`config.mk`:
```
export PLATFORM = sky130hd
export DESIGN_NAME = priority_thread_scheduler_flat
export DESIGN_NICKNAME = d
export VERILOG_FILES = /design/src/pts_pkg.sv /design/src/pts_if.sv /design/src/pts_ram.sv /design/src/pts_thread_tbl.sv /design/src/priority_thread_scheduler.sv /design/src/flat_wrapper.sv
export VERILOG_INCLUDE_DIRS = /design/src /design/src/src
export SDC_FILE = /design/constraint.sdc
export NUM_CORES = 2
export LEC_CHECK = 0
export CAP_MARGIN = 20
export CORE_MARGIN = 4
export CORE_UTILIZATION = 44
export CTS_CLUSTER_SIZE = 40
export DETAILED_ROUTE_END_ITERATION = 6
export DONT_BUFFER_PORTS = 1
export SYNTH_ARGS = -nofsm -noshare
export SYNTH_HDL_FRONTEND = slang
export SYNTH_SLANG_ARGS = --single-unit
```
`constraint.sdc`:
```
create_clock -name clk_i -period 6.6 [get_ports clk_i]
set_clock_uncertainty 0.15 [all_clocks]
set_input_delay 1.32 -clock clk_i [delete_from_list [all_inputs] [get_ports clk_i]]
set_output_delay 1.32 -clock clk_i [all_outputs]
set_load 0.05 [all_outputs]
```
`src/priority_thread_scheduler_defines.svh`:
```
// ----------------------------------------------------------------------------
// priority thread scheduler assertion macros
// concurrent assertion wrappers, empty under synthesis
// ----------------------------------------------------------------------------
`ifndef PRIORITY_THREAD_SCHEDULER_DEFINES_SVH
`define PRIORITY_THREAD_SCHEDULER_DEFINES_SVH

`ifndef SYNTHESIS
// property checked on clk_i, off while rst_ni is low
`define PTS_ASSERT(lbl, prop, msg) \
  lbl: assert property (@(posedge clk_i) disable iff (!rst_ni) (prop)) else $error(msg);
// property checked on clk_i at every edge, reset included
`define PTS_ASSERT_ALWAYS(lbl, prop, msg) \
  lbl: assert property (@(posedge clk_i) (prop)) else $error(msg);
`else
`define PTS_ASSERT(lbl, prop, msg)
`define PTS_ASSERT_ALWAYS(lbl, prop, msg)
`endif

`endif

```
`src/pts_pkg.sv`:
```
// ----------------------------------------------------------------------------
// pts_pkg
// shared constants, codes and types of the priority thread scheduler
// ----------------------------------------------------------------------------
package pts_pkg;

  localparam int MaxThreads = 16;
  localparam int TidW       = $clog2(MaxThreads);
  localparam int PrioLevels = 4;
  localparam int LvW        = $clog2(PrioLevels);
  localparam int SemSlots   = 8;
  localparam int SidW       = $clog2(SemSlots);
  localparam int QCntW      = $clog2(MaxThreads + 1);
  localparam int RdyAw      = LvW + TidW;
  localparam int SemAw      = SidW + TidW;
  localparam int SemCntW    = 9;
  localparam int InitW      = 8;
  localparam int OpW        = 3;
  localparam int PrioInW    = 3;
  localparam int ResW       = 2;

  localparam logic signed [SemCntW-1:0] SemHigh = 9'sh0ff;
  localparam logic signed [SemCntW-1:0] SemLow  = 9'sh100;

  typedef enum logic [OpW-1:0] {
    OP_CREATE   = 3'd0,
    OP_YIELD    = 3'd1,
    OP_JOIN     = 3'd2,
    OP_EXIT     = 3'd3,
    OP_SEM_INIT = 3'd4,
    OP_SEM_WAIT = 3'd5,
    OP_SEM_SIG  = 3'd6,
    OP_SET_PRIO = 3'd7
  } opcode_e;

  typedef enum logic [2:0] {
    TS_FREE    = 3'd0,
    TS_READY   = 3'd1,
    TS_RUNNING = 3'd2,
    TS_BJOIN   = 3'd3,
    TS_BSEM    = 3'd4
  } thr_stat_e;

  typedef enum logic [ResW-1:0] {
    RES_OK    = 2'd0,
    RES_ERR   = 2'd1,
    RES_NORUN = 2'd2
  } res_stat_e;

  typedef struct packed {
    logic [LvW-1:0]  prio;
    thr_stat_e       stat;
    logic            join_v;
    logic [TidW-1:0] join_tid;
  } tt_entry_t;

  typedef struct packed {
    logic            en;
    logic [TidW-1:0] addr;
    logic            prio_we;
    logic            stat_we;
    logic            join_we;
    tt_entry_t       data;
  } tt_wr_t;

  typedef struct packed {
    logic [TidW-1:0]  head;
    logic [TidW-1:0]  tail;
    logic [QCntW-1:0] cnt;
  } qctl_t;

endpackage

```
`src/pts_if.sv`:
```
// ----------------------------------------------------------------------------
// pts_if
// valid/ready channels for scheduler operations and results
// ----------------------------------------------------------------------------
interface pts_op_if;
  logic                         valid;
  logic                         ready;
  logic [pts_pkg::OpW-1:0]      opcode;
  logic [pts_pkg::PrioInW-1:0]  prio;
  logic [pts_pkg::TidW-1:0]     target_tid;
  logic [pts_pkg::SidW-1:0]     sem_id;
  logic [pts_pkg::InitW-1:0]    init_count;

  modport source (output valid, opcode, prio, target_tid, sem_id, init_count, input ready);
  modport sink   (input valid, opcode, prio, target_tid, sem_id, init_count, output ready);
endinterface

interface pts_res_if;
  logic                      valid;
  logic                      ready;
  logic [pts_pkg::ResW-1:0]  status;
  logic [pts_pkg::TidW-1:0]  new_tid;
  logic [pts_pkg::TidW-1:0]  running_tid;
  logic                      running_valid;

  modport source (output valid, status, new_tid, running_tid, running_valid, input ready);
  modport sink   (input valid, status, new_tid, running_tid, running_valid, output ready);
endinterface

```
`src/pts_ram.sv`:
```
// ----------------------------------------------------------------------------
// pts_ram
// simple dual-port ram, one write and one registered read per cycle
// ----------------------------------------------------------------------------
module pts_ram #(
  parameter int Depth = 64,
  parameter int Width = 4,
  localparam int AddrW = $clog2(Depth)
) (
  input  logic             clk_i,
  input  logic             we_i,
  input  logic [AddrW-1:0] waddr_i,
  input  logic [Width-1:0] wdata_i,
  input  logic [AddrW-1:0] raddr_i,
  output logic [Width-1:0] rdata_o
);

  logic [Width-1:0] mem_q [Depth];

  // write port
  always_ff @(posedge clk_i) begin
    if (we_i) begin
      mem_q[waddr_i] <= wdata_i;
    end
  end

  // registered read port
  always_ff @(posedge clk_i) begin
    rdata_o <= mem_q[raddr_i];
  end

endmodule

```
`src/pts_thread_tbl.sv`:
```
// ----------------------------------------------------------------------------
// pts_thread_tbl
// per-thread priority, status and join wait, one read and one write a cycle
// ----------------------------------------------------------------------------
module pts_thread_tbl (
  input  logic                     clk_i,
  input  logic                     rst_ni,
  input  logic [pts_pkg::TidW-1:0] rd_addr_i,
  output pts_pkg::tt_entry_t       rd_data_o,
  input  pts_pkg::tt_wr_t          wr_i
);

  pts_pkg::tt_entry_t tbl_q [pts_pkg::MaxThreads];

  // read at the one address the sequencer selects
  assign rd_data_o = tbl_q[rd_addr_i];

  // field-masked write, thread 0 comes out of reset running
  always_ff @(posedge clk_i or negedge rst_ni) begin
    if (!rst_ni) begin
      for (int i = 0; i < pts_pkg::MaxThreads; i++) begin
        tbl_q[i].prio     <= '0;
        tbl_q[i].stat     <= (i == 0) ? pts_pkg::TS_RUNNING : pts_pkg::TS_FREE;
        tbl_q[i].join_v   <= 1'b0;
        tbl_q[i].join_tid <= '0;
      end
    end else if (wr_i.en) begin
      if (wr_i.prio_we) begin
        tbl_q[wr_i.addr].prio <= wr_i.data.prio;
      end
      if (wr_i.stat_we) begin
        tbl_q[wr_i.addr].stat <= wr_i.data.stat;
      end
      if (wr_i.join_we) begin
        tbl_q[wr_i.addr].join_v   <= wr_i.data.join_v;
        tbl_q[wr_i.addr].join_tid <= wr_i.data.join_tid;
      end
    end
  end

endmodule

```
`src/priority_thread_scheduler.sv`:
```
// ----------------------------------------------------------------------------
// priority_thread_scheduler
// strict-priority scheduler: ready and semaphore queues live in rams,
// a sequencer reads, modifies and writes back one access at a time
// ----------------------------------------------------------------------------
//  port    dir   items carried
//  in_i    sink  one scheduler operation per item
//  out_o   src   status, new thread id and running thread, one per operation
//
//  one operation at a time; join and exit scan up to 16 join-wait entries,
//  and set_prio of a ready thread walks the level's ready-queue ram entry
//  by entry through its single read port.
//  reset is immediate, the queue rams need no clearing pass.
//  a new item is taken while the last result still waits at the output.
// ----------------------------------------------------------------------------
`include "priority_thread_scheduler_defines.svh"

module priority_thread_scheduler (
  input  logic      clk_i,
  input  logic      rst_ni,
  pts_op_if.sink    in_i,
  pts_res_if.source out_o
);

  typedef enum logic [14:0] {
    S_IDLE    = 15'b000000000000001,
    S_DECODE  = 15'b000000000000010,
    S_JSCAN   = 15'b000000000000100,
    S_CHK     = 15'b000000000001000,
    S_MKRDY   = 15'b000000000010000,
    S_DISP    = 15'b000000000100000,
    S_DISPWB  = 15'b000000001000000,
    S_SIGWB   = 15'b000000010000000,
    S_RMRD    = 15'b000000100000000,
    S_RMCMP   = 15'b000001000000000,
    S_SHRD    = 15'b000010000000000,
    S_SHWR    = 15'b000100000000000,
    S_RMEND   = 15'b001000000000000,
    S_SETPFIN = 15'b010000000000000,
    S_DONE    = 15'b100000000000000
  } state_e;

  state_e                              state_q, state_d;
  pts_pkg::opcode_e                    op_q, op_d;
  logic [pts_pkg::PrioInW-1:0]         prio_q, prio_d;
  logic [pts_pkg::TidW-1:0]            tid_q, tid_d;
  logic [pts_pkg::SidW-1:0]            sid_q, sid_d;
  logic [pts_pkg::InitW-1:0]           initc_q, initc_d;
  pts_pkg::res_stat_e                  res_q, res_d;
  logic [pts_pkg::TidW-1:0]            newtid_q, newtid_d;
  logic                                run_q, run_d;
  logic [pts_pkg::TidW-1:0]            cur_q, cur_d;
  logic [pts_pkg::TidW-1:0]            next_tid_q, next_tid_d;
  logic [pts_pkg::TidW-1:0]            mr_tid_q, mr_tid_d;
  logic                                disp_after_q, disp_after_d;
  logic [pts_pkg::TidW-1:0]            scan_q, scan_d;
  logic [pts_pkg::TidW-1:0]            k_q, k_d;
  logic [pts_pkg::LvW-1:0]             lv_q, lv_d;
  pts_pkg::qctl_t                      rq_q [pts_pkg::PrioLevels];
  pts_pkg::qctl_t                      rq_d [pts_pkg::PrioLevels];
  pts_pkg::qctl_t                      sq_q [pts_pkg::SemSlots];
  pts_pkg::qctl_t                      sq_d [pts_pkg::SemSlots];
  logic signed [pts_pkg::SemCntW-1:0]  scnt_q [pts_pkg::SemSlots];
  logic signed [pts_pkg::SemCntW-1:0]  scnt_d [pts_pkg::SemSlots];
  logic [pts_pkg::SemSlots-1:0]        sinit_q, sinit_d;
  logic                                ov_q, ov_d;
  pts_pkg::res_stat_e                  ostat_q, ostat_d;
  logic [pts_pkg::TidW-1:0]            onew_q, onew_d;
  logic [pts_pkg::TidW-1:0]            orun_tid_q, orun_tid_d;
  logic                                orun_v_q, orun_v_d;

  logic [pts_pkg::TidW-1:0]            tt_raddr;
  pts_pkg::tt_entry_t                  tt_rd;
  pts_pkg::tt_wr_t                     tt_wr;
  logic                                rdy_we;
  logic [pts_pkg::RdyAw-1:0]           rdy_waddr, rdy_raddr;
  logic [pts_pkg::TidW-1:0]            rdy_wdata, rdy_rdata;
  logic                                sem_we;
  logic [pts_pkg::SemAw-1:0]           sem_waddr, sem_raddr;
  logic [pts_pkg::TidW-1:0]            sem_wdata, sem_rdata;
  logic                                disp_hit;
  logic [pts_pkg::LvW-1:0]             disp_lv;
  logic [pts_pkg::TidW-1:0]            scan_key;
  logic [pts_pkg::LvW-1:0]             mr_lv;
  logic [pts_pkg::QCntW-1:0]           k_ext;
  logic [pts_pkg::QCntW+pts_pkg::LvW-1:0] rdy_total;

  // storage
  pts_thread_tbl u_tt (
    .clk_i     (clk_i),
    .rst_ni    (rst_ni),
    .rd_addr_i (tt_raddr),
    .rd_data_o (tt_rd),
    .wr_i      (tt_wr)
  );

  pts_ram #(
    .Depth (pts_pkg::PrioLevels * pts_pkg::MaxThreads),
    .Width (pts_pkg::TidW)
  ) u_rdy_ram (
    .clk_i   (clk_i),
    .we_i    (rdy_we),
    .waddr_i (rdy_waddr),
    .wdata_i (rdy_wdata),
    .raddr_i (rdy_raddr),
    .rdata_o (rdy_rdata)
  );

  pts_ram #(
    .Depth (pts_pkg::SemSlots * pts_pkg::MaxThreads),
    .Width (pts_pkg::TidW)
  ) u_sem_ram (
    .clk_i   (clk_i),
    .we_i    (sem_we),
    .waddr_i (sem_waddr),
    .wdata_i (sem_wdata),
    .raddr_i (sem_raddr),
    .rdata_o (sem_rdata)
  );

  // first non-empty ready level, level 0 wins
  always_comb begin
    disp_hit = 1'b0;
    disp_lv  = '0;
    for (int l = pts_pkg::PrioLevels - 1; l >= 0; l--) begin
      if (rq_q[l].cnt != '0) begin
        disp_hit = 1'b1;
        disp_lv  = pts_pkg::LvW'(l);
      end
    end
  end

  // occupancy of all ready levels, for checking
  always_comb begin
    rdy_total = '0;
    for (int l = 0; l < pts_pkg::PrioLevels; l++) begin
      rdy_total = rdy_total + (pts_pkg::QCntW + pts_pkg::LvW)'(rq_q[l].cnt);
    end
  end

  assign scan_key = (op_q == pts_pkg::OP_JOIN) ? tid_q : cur_q;
  assign mr_lv    = tt_rd.prio;
  assign k_ext    = {1'b0, k_q};
  assign in_i.ready = (state_q == S_IDLE);

  // sequencer
  always_comb begin
    state_d      = state_q;
    op_d         = op_q;
    prio_d       = prio_q;
    tid_d        = tid_q;
    sid_d        = sid_q;
    initc_d      = initc_q;
    res_d        = res_q;
    newtid_d     = newtid_q;
    run_d        = run_q;
    cur_d        = cur_q;
    next_tid_d   = next_tid_q;
    mr_tid_d     = mr_tid_q;
    disp_after_d = disp_after_q;
    scan_d       = scan_q;
    k_d          = k_q;
    lv_d         = lv_q;
    rq_d         = rq_q;
    sq_d         = sq_q;
    scnt_d       = scnt_q;
    sinit_d      = sinit_q;
    ostat_d      = ostat_q;
    onew_d       = onew_q;
    orun_tid_d   = orun_tid_q;
    orun_v_d     = orun_v_q;
    ov_d         = ov_q && !out_o.ready;

    tt_raddr  = tid_q;
    tt_wr     = '0;
    rdy_we    = 1'b0;
    rdy_waddr = '0;
    rdy_wdata = '0;
    rdy_raddr = '0;
    sem_we    = 1'b0;
    sem_waddr = '0;
    sem_wdata = cur_q;
    sem_raddr = {sid_q, sq_q[sid_q].head};

    unique case (state_q)
      S_IDLE: begin
        if (in_i.valid) begin
          op_d     = pts_pkg::opcode_e'(in_i.opcode);
          prio_d   = in_i.prio;
          tid_d    = in_i.target_tid;
          sid_d    = in_i.sem_id;
          initc_d  = in_i.init_count;
          res_d    = pts_pkg::RES_ERR;
          newtid_d = '0;
          state_d  = S_DECODE;
        end
      end

      S_DECODE: begin
        state_d = S_DONE;
        unique case (op_q)
          pts_pkg::OP_CREATE: begin
            if (prio_q < pts_pkg::PrioInW'(pts_pkg::PrioLevels)) begin
              next_tid_d = next_tid_q + 1'b1;
              tid_d      = next_tid_q + 1'b1;
              state_d    = S_CHK;
            end
          end
          pts_pkg::OP_YIELD: begin
            if (run_q) begin
              mr_tid_d     = cur_q;
              disp_after_d = 1'b1;
              state_d      = S_MKRDY;
            end else begin
              state_d = S_DISP;
            end
          end
          pts_pkg::OP_JOIN: begin
            if (run_q) begin
              scan_d  = '0;
              state_d = S_JSCAN;
            end
          end
          pts_pkg::OP_EXIT: begin
            if (run_q) begin
              tt_wr.en          = 1'b1;
              tt_wr.addr        = cur_q;
              tt_wr.prio_we     = 1'b1;
              tt_wr.stat_we     = 1'b1;
              tt_wr.join_we     = 1'b1;
              tt_wr.data.prio   = '0;
              tt_wr.data.stat   = pts_pkg::TS_FREE;
              tt_wr.data.join_v = 1'b0;
              scan_d            = '0;
              state_d           = S_JSCAN;
            end
          end
          pts_pkg::OP_SEM_INIT: begin
            if (!sinit_q[sid_q]) begin
              sinit_d[sid_q] = 1'b1;
              scnt_d[sid_q]  = pts_pkg::SemCntW'(initc_q);
              sq_d[sid_q]    = '0;
              res_d          = pts_pkg::RES_OK;
            end
          end
          pts_pkg::OP_SEM_WAIT: begin
            if (sinit_q[sid_q] && run_q) begin
              if (scnt_q[sid_q] > 0) begin
                scnt_d[sid_q] = scnt_q[sid_q] - pts_pkg::SemCntW'(1);
                res_d         = pts_pkg::RES_OK;
              end else begin
                if (scnt_q[sid_q] != pts_pkg::SemLow) begin
                  scnt_d[sid_q] = scnt_q[sid_q] - pts_pkg::SemCntW'(1);
                end
                tt_wr.en        = 1'b1;
                tt_wr.addr      = cur_q;
                tt_wr.stat_we   = 1'b1;
                tt_wr.data.stat = pts_pkg::TS_BSEM;
                // block the running thread at the semaphore tail
                if (sq_q[sid_q].cnt < pts_pkg::QCntW'(pts_pkg::MaxThreads)) begin
                  sem_we           = 1'b1;
                  sem_waddr        = {sid_q, sq_q[sid_q].tail};
                  sq_d[sid_q].tail = sq_q[sid_q].tail + 1'b1;
                  sq_d[sid_q].cnt  = sq_q[sid_q].cnt + 1'b1;
                end
                state_d = S_DISP;
              end
            end
          end
          pts_pkg::OP_SEM_SIG: begin
            if (sinit_q[sid_q]) begin
              if (scnt_q[sid_q] != pts_pkg::SemHigh) begin
                scnt_d[sid_q] = scnt_q[sid_q] + pts_pkg::SemCntW'(1);
              end
              res_d = pts_pkg::RES_OK;
              // head waiter read issued this cycle
              if (sq_q[sid_q].cnt != '0) begin
                state_d = S_SIGWB;
              end
            end
          end
          pts_pkg::OP_SET_PRIO: begin
            if (prio_q < pts_pkg::PrioInW'(pts_pkg::PrioLevels)) begin
              state_d = S_CHK;
            end
          end
          default: state_d = S_DONE;
        endcase
      end

      // walk the join waits for one naming the key thread
      S_JSCAN: begin
        tt_raddr = scan_q;
        if (tt_rd.join_v && tt_rd.join_tid == scan_key) begin
          if (op_q == pts_pkg::OP_JOIN) begin
            state_d = S_DONE;
          end else begin
            tt_wr.en          = 1'b1;
            tt_wr.addr        = scan_q;
            tt_wr.join_we     = 1'b1;
            tt_wr.data.join_v = 1'b0;
            mr_tid_d          = scan_q;
            disp_after_d      = 1'b1;
            state_d           = S_MKRDY;
          end
        end else if (scan_q == pts_pkg::TidW'(pts_pkg::MaxThreads - 1)) begin
          state_d = (op_q == pts_pkg::OP_JOIN) ? S_CHK : S_DISP;
        end else begin
          scan_d = scan_q + 1'b1;
        end
      end

      // check the addressed thread's entry
      S_CHK: begin
        tt_raddr = tid_q;
        state_d  = S_DONE;
        priority if (op_q == pts_pkg::OP_CREATE) begin
          if (tt_rd.stat == pts_pkg::TS_FREE) begin
            tt_wr.en          = 1'b1;
            tt_wr.addr        = tid_q;
            tt_wr.prio_we     = 1'b1;
            tt_wr.join_we     = 1'b1;
            tt_wr.data.prio   = prio_q[pts_pkg::LvW-1:0];
            tt_wr.data.join_v = 1'b0;
            newtid_d          = tid_q;
            mr_tid_d          = tid_q;
            disp_after_d      = 1'b0;
            state_d           = S_MKRDY;
          end
        end else if (op_q == pts_pkg::OP_JOIN) begin
          if (tt_rd.stat == pts_pkg::TS_READY || tt_rd.stat == pts_pkg::TS_BJOIN ||
              tt_rd.stat == pts_pkg::TS_BSEM) begin
            tt_wr.en            = 1'b1;
            tt_wr.addr          = cur_q;
            tt_wr.stat_we       = 1'b1;
            tt_wr.join_we       = 1'b1;
            tt_wr.data.stat     = pts_pkg::TS_BJOIN;
            tt_wr.data.join_v   = 1'b1;
            tt_wr.data.join_tid = tid_q;
            state_d             = S_DISP;
          end
        end else begin
          if (tt_rd.stat == pts_pkg::TS_READY) begin
            lv_d = tt_rd.prio;
            k_d  = '0;
            state_d = (rq_q[tt_rd.prio].cnt == '0) ? S_SETPFIN : S_RMRD;
          end else if (tt_rd.stat != pts_pkg::TS_FREE) begin
            tt_wr.en        = 1'b1;
            tt_wr.addr      = tid_q;
            tt_wr.prio_we   = 1'b1;
            tt_wr.data.prio = prio_q[pts_pkg::LvW-1:0];
            res_d           = pts_pkg::RES_OK;
          end
        end
      end

      // mark ready and append at the tail of its level
      S_MKRDY: begin
        tt_raddr        = mr_tid_q;
        tt_wr.en        = 1'b1;
        tt_wr.addr      = mr_tid_q;
        tt_wr.stat_we   = 1'b1;
        tt_wr.data.stat = pts_pkg::TS_READY;
        if (rq_q[mr_lv].cnt < pts_pkg::QCntW'(pts_pkg::MaxThreads)) begin
          rdy_we           = 1'b1;
          rdy_waddr        = {mr_lv, rq_q[mr_lv].tail};
          rdy_wdata        = mr_tid_q;
          rq_d[mr_lv].tail = rq_q[mr_lv].tail + 1'b1;
          rq_d[mr_lv].cnt  = rq_q[mr_lv].cnt + 1'b1;
        end
        if (disp_after_q) begin
          state_d = S_DISP;
        end else begin
          res_d   = pts_pkg::RES_OK;
          state_d = S_DONE;
        end
      end

      S_DISP: begin
        rdy_raddr = {disp_lv, rq_q[disp_lv].head};
        lv_d      = disp_lv;
        if (disp_hit) begin
          state_d = S_DISPWB;
        end else begin
          run_d   = 1'b0;
          cur_d   = '0;
          res_d   = pts_pkg::RES_NORUN;
          state_d = S_DONE;
        end
      end

      // popped head becomes the running thread
      S_DISPWB: begin
        rq_d[lv_q].head = rq_q[lv_q].head + 1'b1;
        rq_d[lv_q].cnt  = rq_q[lv_q].cnt - 1'b1;
        tt_wr.en        = 1'b1;
        tt_wr.addr      = rdy_rdata;
        tt_wr.stat_we   = 1'b1;
        tt_wr.data.stat = pts_pkg::TS_RUNNING;
        run_d           = 1'b1;
        cur_d           = rdy_rdata;
        res_d           = pts_pkg::RES_OK;
        state_d         = S_DONE;
      end

      // head waiter of the semaphore goes back to ready
      S_SIGWB: begin
        sq_d[sid_q].head = sq_q[sid_q].head + 1'b1;
        sq_d[sid_q].cnt  = sq_q[sid_q].cnt - 1'b1;
        mr_tid_d         = sem_rdata;
        disp_after_d     = 1'b0;
        state_d          = S_MKRDY;
      end

      // search the old level for the thread
      S_RMRD: begin
        rdy_raddr = {lv_q, rq_q[lv_q].head + k_q};
        state_d   = S_RMCMP;
      end

      S_RMCMP: begin
        if (rdy_rdata == tid_q) begin
          state_d = (k_ext + 1'b1 < rq_q[lv_q].cnt) ? S_SHRD : S_RMEND;
        end else if (k_ext + 1'b1 >= rq_q[lv_q].cnt) begin
          state_d = S_SETPFIN;
        end else begin
          k_d     = k_q + 1'b1;
          state_d = S_RMRD;
        end
      end

      // close the gap, one entry per read and write pair
      S_SHRD: begin
        rdy_raddr = {lv_q, rq_q[lv_q].head + k_q + 1'b1};
        state_d   = S_SHWR;
      end

      S_SHWR: begin
        rdy_we    = 1'b1;
        rdy_waddr = {lv_q, rq_q[lv_q].head + k_q};
        rdy_wdata = rdy_rdata;
        k_d       = k_q + 1'b1;
        state_d   = (k_ext + 2'd2 < rq_q[lv_q].cnt) ? S_SHRD : S_RMEND;
      end

      S_RMEND: begin
        rq_d[lv_q].tail = rq_q[lv_q].tail - 1'b1;
        rq_d[lv_q].cnt  = rq_q[lv_q].cnt - 1'b1;
        state_d         = S_SETPFIN;
      end

      S_SETPFIN: begin
        tt_wr.en        = 1'b1;
        tt_wr.addr      = tid_q;
        tt_wr.prio_we   = 1'b1;
        tt_wr.data.prio = prio_q[pts_pkg::LvW-1:0];
        mr_tid_d        = tid_q;
        disp_after_d    = 1'b0;
        state_d         = S_MKRDY;
      end

      // hand the result to the output register
      S_DONE: begin
        if (!ov_q || out_o.ready) begin
          ov_d       = 1'b1;
          ostat_d    = res_q;
          onew_d     = newtid_q;
          orun_tid_d = run_q ? cur_q : '0;
          orun_v_d   = run_q;
          state_d    = S_IDLE;
        end
      end

      default: state_d = S_IDLE;
    endcase
  end

  // control registers
  always_ff @(posedge clk_i or negedge rst_ni) begin
    if (!rst_ni) begin
      state_q    <= S_IDLE;
      run_q      <= 1'b1;
      cur_q      <= '0;
      next_tid_q <= '0;
      sinit_q    <= '0;
      ov_q       <= 1'b0;
      for (int l = 0; l < pts_pkg::PrioLevels; l++) begin
        rq_q[l] <= '0;
      end
      for (int s = 0; s < pts_pkg::SemSlots; s++) begin
        sq_q[s]   <= '0;
        scnt_q[s] <= '0;
      end
    end else begin
      state_q    <= state_d;
      run_q      <= run_d;
      cur_q      <= cur_d;
      next_tid_q <= next_tid_d;
      sinit_q    <= sinit_d;
      ov_q       <= ov_d;
      rq_q       <= rq_d;
      sq_q       <= sq_d;
      scnt_q     <= scnt_d;
    end
  end

  // working and result payload
  always_ff @(posedge clk_i) begin
    op_q         <= op_d;
    prio_q       <= prio_d;
    tid_q        <= tid_d;
    sid_q        <= sid_d;
    initc_q      <= initc_d;
    res_q        <= res_d;
    newtid_q     <= newtid_d;
    mr_tid_q     <= mr_tid_d;
    disp_after_q <= disp_after_d;
    scan_q       <= scan_d;
    k_q          <= k_d;
    lv_q         <= lv_d;
    ostat_q      <= ostat_d;
    onew_q       <= onew_d;
    orun_tid_q   <= orun_tid_d;
    orun_v_q     <= orun_v_d;
  end

  assign out_o.valid         = ov_q;
  assign out_o.status        = ostat_q;
  assign out_o.new_tid       = onew_q;
  assign out_o.running_tid   = orun_tid_q;
  assign out_o.running_valid = orun_v_q;

  // checks
  `PTS_ASSERT(a_norun_idle,
    (out_o.valid && out_o.status == pts_pkg::RES_NORUN) |-> !out_o.running_valid,
    "no-runnable result reports a running thread")
  `PTS_ASSERT(a_newtid_ok,
    (out_o.valid && out_o.new_tid != '0) |-> (out_o.status == pts_pkg::RES_OK),
    "thread id handed out on a failed operation")
  `PTS_ASSERT(a_rdy_bound,
    rdy_total <= (pts_pkg::QCntW + pts_pkg::LvW)'(pts_pkg::MaxThreads),
    "ready queues hold more threads than exist")
  `PTS_ASSERT(a_take_idle,
    (in_i.valid && in_i.ready) |=> (state_q == S_DECODE),
    "accepted item not decoded next cycle")

endmodule
```
`src/flat_wrapper.sv`:
```
// flat-port wrapper written by rule: the top's interface ports become plain ports
module priority_thread_scheduler_flat 
  (clk_i, rst_ni, in_i_valid, in_i_opcode, in_i_prio, in_i_target_tid, in_i_sem_id, in_i_init_count, in_i_ready, out_o_valid, out_o_status, out_o_new_tid, out_o_running_tid, out_o_running_valid, out_o_ready);
  pts_op_if in_i_i ();
  pts_res_if out_o_i ();
  input  logic clk_i;
  input  logic rst_ni;
  input wire logic [$bits(in_i_i.valid)-1:0] in_i_valid;
  input wire logic [$bits(in_i_i.opcode)-1:0] in_i_opcode;
  input wire logic [$bits(in_i_i.prio)-1:0] in_i_prio;
  input wire logic [$bits(in_i_i.target_tid)-1:0] in_i_target_tid;
  input wire logic [$bits(in_i_i.sem_id)-1:0] in_i_sem_id;
  input wire logic [$bits(in_i_i.init_count)-1:0] in_i_init_count;
  output wire logic [$bits(in_i_i.ready)-1:0] in_i_ready;
  output wire logic [$bits(out_o_i.valid)-1:0] out_o_valid;
  output wire logic [$bits(out_o_i.status)-1:0] out_o_status;
  output wire logic [$bits(out_o_i.new_tid)-1:0] out_o_new_tid;
  output wire logic [$bits(out_o_i.running_tid)-1:0] out_o_running_tid;
  output wire logic [$bits(out_o_i.running_valid)-1:0] out_o_running_valid;
  input wire logic [$bits(out_o_i.ready)-1:0] out_o_ready;
  assign in_i_i.valid = in_i_valid;
  assign in_i_i.opcode = in_i_opcode;
  assign in_i_i.prio = in_i_prio;
  assign in_i_i.target_tid = in_i_target_tid;
  assign in_i_i.sem_id = in_i_sem_id;
  assign in_i_i.init_count = in_i_init_count;
  assign in_i_ready = in_i_i.ready;
  assign out_o_valid = out_o_i.valid;
  assign out_o_status = out_o_i.status;
  assign out_o_new_tid = out_o_i.new_tid;
  assign out_o_running_tid = out_o_i.running_tid;
  assign out_o_running_valid = out_o_i.running_valid;
  assign out_o_i.ready = out_o_ready;
  priority_thread_scheduler u_core (.clk_i(clk_i), .rst_ni(rst_ni), .in_i(in_i_i), .out_o(out_o_i));
endmodule
```
# Word level (Yosys, flattened, before mapping)
# Memory sizes are Yosys's and may differ from the RTL's. A register that Yosys moved wholly into a read port is not among the register bits.
# Cells that the tools add are included.
totals:
  register_bits: 474
  latchBits: 0
  mem_bits_rw: 768
  mem_bits_ro: 0
  input_bits: 25
  output_inout_bits: 13
  word_cells: 545
  memories: 2
memory_table:
  columns: ["name", "words", "word_bits", "read_ports", "rd_ports_with_merged_regs", "write_ports", "line_no", "text"]
  rows:
  - ["u_core.u_sem_ram.mem_q", 128, 4, 1, 1, 1, "pts_ram.sv:18", "logic [Width-1:0] mem_q [Depth];"]
  - ["u_core.u_rdy_ram.mem_q", 64, 4, 1, 1, 1, "pts_ram.sv:18", null]
op_classes:
  n_addsub: 18
  n_mul: 0
  n_div: 0
  magnitude_cmp: 19
  n_eq_ne: 67
  shift: 0
  mux: 244
  bitwise_logic: 10
  reduce_logical: 55
ops:
  columns: ["operator", "count"]
  rows:
  - ["2-to-1 mux 160 bit", 5]
  - ["bitwise mux 160 bit", 4]
  - ["2-to-1 mux 72 bit", 6]
  - ["bitwise mux 104 bit", 4]
  - ["2-to-1 mux 104 bit", 4]
  - ["one-hot mux 104 bit (2 select lines)", 2]
  - ["bitwise mux 52 bit", 6]
  - ["2-to-1 mux 15 bit", 19]
  - ["bitwise mux 72 bit", 3]
  - ["one-hot mux 72 bit (3 select lines)", 1]
  - ["one-hot mux 15 bit (14 select lines)", 1]
  - ["demux 10 bit (select 4 bit)", 4]
  - ["demux 13 bit (select 3 bit)", 4]
  - ["one-hot mux 52 bit (3 select lines)", 1]
  - ["2-to-1 mux 13 bit", 11]
  - ["demux 13 bit (select 2 bit)", 5]
  - ["AND 104 bit", 1]
  - ["inverter 104 bit", 1]
  - ["2-to-1 mux 4 bit", 25]
  - ["binary-select mux 13 bit (select 2 bit)", 3]
  - ["one-hot mux 15 bit (5 select lines)", 1]
  - ["2-to-1 mux 9 bit", 8]
  - ["2-to-1 mux 52 bit", 1]
  - ["2-to-1 mux 5 bit", 10]
  - ["other kinds (101)", 283]

# Depth between registers and ports, before layout
logic_depth:
  depth_word: 27
  mapped_depth: 24
  depth_no_buf: 18

# By module
# A second synthesis with hierarchy kept.
unflattened:
  cells_unflattened: 3535
  area_unflattened_um2: 55695.9
modules_own_cells:
  columns: ["module", "n_inst", "cells_each", "area_per_inst_um2", "seq_area_each_um2"]
  rows:
  - ["pts_ram at u_core.u_sem_ram", 1, 907, 20196.9, 15454.8]
  - ["priority_thread_scheduler", 1, 1620, 17693.2, 8125.3]
  - ["pts_ram at u_core.u_rdy_ram", 1, 509, 10266.1, 7767.4]
  - ["pts_thread_tbl", 1, 499, 7539.7, 4005.1]

# Worst setup path after synthesis
# OpenSTA, ideal clock, no wires.
synth_path:
  path_kind: "reg2reg"
  startpoint: "reg u_core.state_q[7]"
  endpoint: "mem u_core.u_rdy_ram.mem_q[0][1] (data pin)"
  setup_time_ns: 0.702
  arrival_time_ns: 6.075
  required_ns: 5.748
  path_slack_ns: -0.327
  path_stages_with_launch: 16
  n_path_buf: 5
  synth_period_minus_slack_ns: 6.927
  path_cell_list: "dfrtp_1 -> buf_2 -> or4_1 -> buf_4 -> nor4_4 -> a22oi_1 -> nand2_1 -> buf_2 -> buf_4 -> buf_2 -> nand3_1 -> and3_1 -> o31ai_2 -> mux2i_1 -> mux2i_1 -> o21ai_0"
synth_via:
  elab_chain_cells: 13
  word_cells_on_any_way: 15
  cone_classes: "order compare: 1; eq/ne: 3; mux: 9; bitwise: 2"
synth_rtl:
  columns: ["item", "line_no", "text"]
  rows:
  - ["start, declared", "priority_thread_scheduler.sv:43", "state_e state_q, state_d;"]
  - ["start signal, assigned", "priority_thread_scheduler.sv:495", "state_q <= state_d;"]
  - ["equality test 15 x 5 -> 1 bit or equality test 15 x 3 -> 1 bit (tied branches)", "priority_thread_scheduler.sv:185", "unique case (state_q)"]
  - ["one-hot mux 4 bit (2 select lines)", "priority_thread_scheduler.sv:185", null]
  - ["inverter 4 -> 5 bit (not written as such)", "pts_thread_tbl.sv:16", "assign rd_data_o = tbl_q[rd_addr_i];"]
  - ["binary-select mux 10 bit (select 4 bit)", "pts_thread_tbl.sv:16", null]
  - ["2-to-1 mux 10 bit (not written as such) (2 in a row)", "pts_thread_tbl.sv:16", null]
  - ["inverter 2 -> 3 bit (not written as such)", "priority_thread_scheduler.sv:364", "if (rq_q[mr_lv].cnt < pts_pkg::QCntW'(pts_pkg::MaxThreads)) begin"]
  - ["binary-select mux 13 bit (select 2 bit)", "priority_thread_scheduler.sv:364", null]
  - ["2-to-1 mux 9 bit (not written as such) (2 in a row)", "priority_thread_scheduler.sv:364", null]
  - ["less-than comparator 5 bit", "priority_thread_scheduler.sv:364", null]
  - ["2-to-1 mux 4 bit", "priority_thread_scheduler.sv:364", null]
  - ["one-hot mux 4 bit (2 select lines) *", "priority_thread_scheduler.sv:185", null]
  - ["via u_core.rdy_wdata, one bit", "priority_thread_scheduler.sv:77", "logic [pts_pkg::TidW-1:0] rdy_wdata, rdy_rdata;"]
  - ["end, declared", "pts_ram.sv:18", null]
# Mark *: on every way through the listed nets, which the timed path passes. The rest lies on a longest branch. The select of a mux whose other input is x is not followed.

# Worst setup path after layout
layout_path:
  startpoint: "reg u_core.state_q[13]"
  endpoint: "reg u_core.u_tt.tbl_q[76] (netlist name)"
layout_via:
  elab_chain_cells: 24
  word_cells_on_any_way: 61
  cone_classes: "order compare: 2; eq/ne: 10; mux: 40; bitwise: 2; reduce/logical: 7"
layout_rtl:
  columns: ["item", "line_no", "text"]
  rows:
  - ["equality test 15 x 5 -> 1 bit or equality test 15 x 3 -> 1 bit (tied branches)", "priority_thread_scheduler.sv:185", null]
  - ["one-hot mux 4 bit (2 select lines)", "priority_thread_scheduler.sv:185", null]
  - ["inverter 4 -> 5 bit (not written as such)", "pts_thread_tbl.sv:16", null]
  - ["binary-select mux 10 bit (select 4 bit)", "pts_thread_tbl.sv:16", null]
  - ["2-to-1 mux 10 bit (not written as such) (2 in a row)", "pts_thread_tbl.sv:16", null]
  - ["equality test 3 x 1 -> 1 bit or equality test 3 x 2 -> 1 bit (tied branches)", "priority_thread_scheduler.sv:331, priority_thread_scheduler.sv:343", null]
  - ["logical OR 1 bit (2 in a row)", "priority_thread_scheduler.sv:331", "if (tt_rd.stat == pts_pkg::TS_READY || tt_rd.stat == pts_pkg::TS_BJOIN ||"]
  - ["2-to-1 mux 5 bit", "priority_thread_scheduler.sv:331", null]
  - ["[... 6 more ...]", null, null]
  - ["2-to-1 mux 8 bit (not written as such) or 2-to-1 mux 160 bit (tied branches)", "pts_thread_tbl.sv:32, pts_thread_tbl.sv:28", null]
  - ["demux 10 bit (select 4 bit) or 2-to-1 mux 160 bit (tied branches)", "pts_thread_tbl.sv:32, pts_thread_tbl.sv:27", null]
  - ["bitwise mux 160 bit", "pts_thread_tbl.sv:32", "tbl_q[wr_i.addr].stat <= wr_i.data.stat;"]
  - ["2-to-1 mux 160 bit", "pts_thread_tbl.sv:31", "if (wr_i.stat_we) begin"]
  - ["2-to-1 mux 160 bit", "pts_thread_tbl.sv:27", "end else if (wr_i.en) begin"]
  - ["bitwise mux 160 bit", "pts_thread_tbl.sv:35", "tbl_q[wr_i.addr].join_v <= wr_i.data.join_v;"]
  - ["bitwise mux 160 bit", "pts_thread_tbl.sv:36", "tbl_q[wr_i.addr].join_tid <= wr_i.data.join_tid;"]
  - ["2-to-1 mux 160 bit", "pts_thread_tbl.sv:34", "if (wr_i.join_we) begin"]
  - ["end, declared", "pts_thread_tbl.sv:13", "pts_pkg::tt_entry_t tbl_q [pts_pkg::MaxThreads];"]
# Several ways; a longest one is shown, not always the timed one. The select of a mux whose other input is x is not followed.
# A chain may end at the register's enable or synchronous reset.

==> metrics.cfg <==
[detailed_routing]
post_drt_wl_per_cell_um = 23.0
routed_wl_um = 157000
vias = 39900
drt_iter0_markers = 4023
vias_per_cell = 5.84
drc = 0
final_antenna_net_count = 0
dr.pass1.iters = 6

[critical_path]
cp.required_ns = 7.09
cp_cell_sequence = or4_1 > nor4_2 > nand2_1 > and3_1 > a211oi_1 > a31oi_1 > a211o_2 > and2_4 > nor4_4 > nor3b_1 > a211oi_2 > nand2_2 > nor4b_2 > mux2_2
rr_endpoint = u_core.u_tt.tbl_q[76]$_DFFE_PN0P_
crit-reg2reg-launch = u_core.state_q[13]$_DFFE_PN0P_
critical_path_class = reg2reg
path_buf_inv = 0
worstPathArrival_ns = 6.72
reg2reg_depth = 14
cpPeakStageDelay_ns = 0.76
crit_fanout = 21
crit_cells = 14
critPathSlowestCell = or4_1
r2r_setup_slack_ns = 0.37
critPathTopFamily = simple AND/OR/NAND/NOR gates
endpoint_kind = register
start_kind = register
crit_path_start = u_core.state_q[13]$_DFFE_PN0P_

[final_layout]
nets = 5042
multiInputGateArea_um2 = 20200
layout-drive-gt1-share = 0.119
seqCellArea_um2 = 35400
utilization = 0.497
final_area_um2 = 63700
area_growth_pct = 12.0
fillers = 11400

[flow_run]
timing.max_cap.violations = 0

[clocking]
clk_latency_ns = 0.77
clock-sinks = 1250
cts-hold-fix-buffers = 0
htree_levels = 4
cts.reportedPaths.clkPinSlew_ns = 0.06
cts_post_setup_buffers_inserted = 0
clk_path_buf_depth = 3
cts_root_buf = clkbuf_16
cts_tree = yes
cts-buffers-inserted = 138

[placed_design]
pre_cts_slack_ns = 0.285
portBuffers = 0
dpl-instance-area_um2 = 59100
place_congestion = 0.903
dp_hpwl_um = 98700

[synth]
ys_warn_count = 0
synth_top_family_by_area = simple AND/OR/NAND/NOR gates
yosys-top-cells-area = edfxtp_1 43%, dfrtp_1 18%, nand2_1 7.7%, mux2_2 2.8%, nor2_1 2.2%
syn_nets = 5068
muxShareOfSynthArea = 0.0567
synth_xor_area_frac = 0.00740
syn_avg_cell_area_um2 = 11.3
netlist_instances = 5011
yosys.area_share.adder = 0.00718
yosys.area_share.simple = 0.162
synth_most_common_cell = nand2_1
netlist.area_leader.share = 0.434
synth-edff-count = 821
synthFlopType = edfxtp_1
ys_ff_latch = 1250
yosys-top-cells-count = 1,172 x nand2_1, 821 x edfxtp_1, 418 x dfrtp_1, 332 x nor2_1, 234 x clkbuf_1
synth_compound_area_frac = 0.119
synth_top_area_cell = edfxtp_1
async_reset_ff_frac = 0.337
syn_area_um2 = 56800
synth_cell_type_count = 111
seq_area_frac_synth = 0.622

[timing]
rsz0062_at_grt = false
slew_headroom = -0.368
worstMarginPinSlew_ns = 2.05
fin_crit_sh = 0.943
worst_slack_ns = 0.375
finalHoldViolations = 0
post-route-min-period_ns = 6.23
setup_violations = 0
max_clock_freq_ghz = 0.161
drv_slew = 201

[die]
ios = 38
start_util = 0.444
fp.coreArea_um2 = 128000
die_y_um = 367
fp.dieW_um = 367
die_area_um2 = 135000
rows = 131

[min_path]
min_path_type = in2async

[power_and_ir_drop]
p_sw_frac = 0.293
intPower_w = 0.0142
power.density_nw_per_um2 = 315
combPwrFrac = 0.181
vdd_drop_max_mv = 0.305
p_switching_w = 0.00587
leakage_nw = 24.1
clkPwrFrac = 0.383
seqPwrFrac = 0.436

[global_routing]
grt_overflow = 0
grt_antenna_before_repair = 1
grt_usage = 0.227
grt_pass1_wl_um = 239000
grt_max_degree = 422
grt_pass1_vias = 38800

[outcome]
failed_checks = max-slew violations
status = complete, but fails checks

routing by layer:
layer	vias to the layer above	share of wire	GRT usage
li1	18400	-	-
met1	19800	0.44	0.326
met2	1445	0.46	0.357
met3	297	0.065	0.0371
met4	0	0.028	0.0687
met5	-	0	0
kinds of logic after synthesis:
kind of cell	after synthesis
compound gates	999
xor+xnor	48
fa+ha+maj	32
buf+inv	354
flops	1250
mux	274
simple gates	2054
cell usage in the layout, fill, tap and decap left out, drive strengths merged, types with 17 or more instances in the layout:
cell,n
mux2i,69
edfxtp,821
mux4,18
dfrtp,418
inv,57
o22ai,36
xnor2,25
a211oi,160
mux2,187
and2,57
nor2b,17
a22oi,42
xor2,23
and3,163
ha,31
a31oi,107
nand3,106
o211ai,36
clkbuf,182
nand2,1174
nand2b,19
a311oi,85
buf,138
nor2,336
nor3,49
clkinv,49
nor4,21
o21ai,192
a21oi,187
registers in the layout, summed over array words and instances, names as in the netlist, 4 cells and up:
| name | count |
|---|---|
| u_core.tid_q | 4 |
| u_core.u_tt.tbl_q | 160 |
| u_core.out_o.running_tid | 4 |
| u_core.sinit_q | 8 |
| u_core.u_sem_ram.mem_q | 512 |
| u_core.scnt_q | 72 |
| u_core.scan_q | 4 |
| u_core.rq_q | 52 |
| u_core.k_q | 4 |
| u_core.u_rdy_ram.mem_q | 256 |
| u_core.cur_q | 4 |
| u_core.u_sem_ram.rdata_o | 4 |
| u_core.out_o.new_tid | 4 |
| u_core.mr_tid_q | 4 |
| u_core.initc_q | 8 |
| u_core.u_rdy_ram.rdata_o | 4 |
| u_core.sq_q | 104 |
| u_core.newtid_q | 4 |
| u_core.state_q | 15 |
| u_core.next_tid_q | 4 |
power groups by stage:
stage | Sequential [W] | Combinational, W | Clock [W]
after floorplan | 0.00882 | 0.00253 | 0
after detailed placement | 0.00890 | 0.00359 | 0
final | 0.00875 | 0.00362 | 0.00768
after global routing | 0.00877 | 0.00395 | 0.00816
after global placement | 0.00890 | 0.00356 | 0
after CTS | 0.00875 | 0.00360 | 0.00782
worst max-delay path by stage:
stage,end,slack [ns]
6_report,u_core.u_tt.tbl_q[76]$_DFFE_PN0P_,0.37
5_1_grt,u_core.u_rdy_ram.mem_q[11][3]$_DFFE_PP_,0.07
4_1_cts,u_core.u_rdy_ram.mem_q[37][0]$_DFFE_PP_,0.27
3_5_place_dp,u_core.u_rdy_ram.mem_q[6][1]$_DFFE_PP_,0.29
3_3_place_gp,u_core.u_rdy_ram.mem_q[6][1]$_DFFE_PP_,0.33
2_1_floorplan,u_core.u_rdy_ram.mem_q[0][1]$_DFFE_PP_,-0.33
area by class of cell:
cell class,count,share of cell area
well taps,1729,0.0340
multi-input cells,3407,0.318
flip-flops and latches,1250,0.556
clock buffers,182,0.0585
clock inverters,72,0.0125
inverters,50,0.00311
diodes,1,0.0000393
repair buffers,138,0.0187
per-stage QoR:
| step | setup TNS, ns | total power, W | hold WS [ns] | std cells |
|---|---|---|---|---|
| 6_report | 0 | 0.0200 | 0.115 | 6829 |
| 5_1_grt | 0 | 0.0209 | 0.0692 | 6828 |
| 4_1_cts | 0 | 0.0202 | 0.0660 | 6826 |
| 3_5_place_dp | 0 | 0.0125 | 0.284 | 6572 |
| 3_3_place_gp | 0 | 0.0125 | 0.303 | 6572 |
| 2_1_floorplan | -41.85 | 0.0113 | 0.250 | 5011 |
timing repair:
action | in CTS | in global routing
endpoints found under the hold margin | 0 | 0
resized for setup | 0 | 4
setup endpoints to repair | 0 | 204
Power figures use the tool's default switching activity.
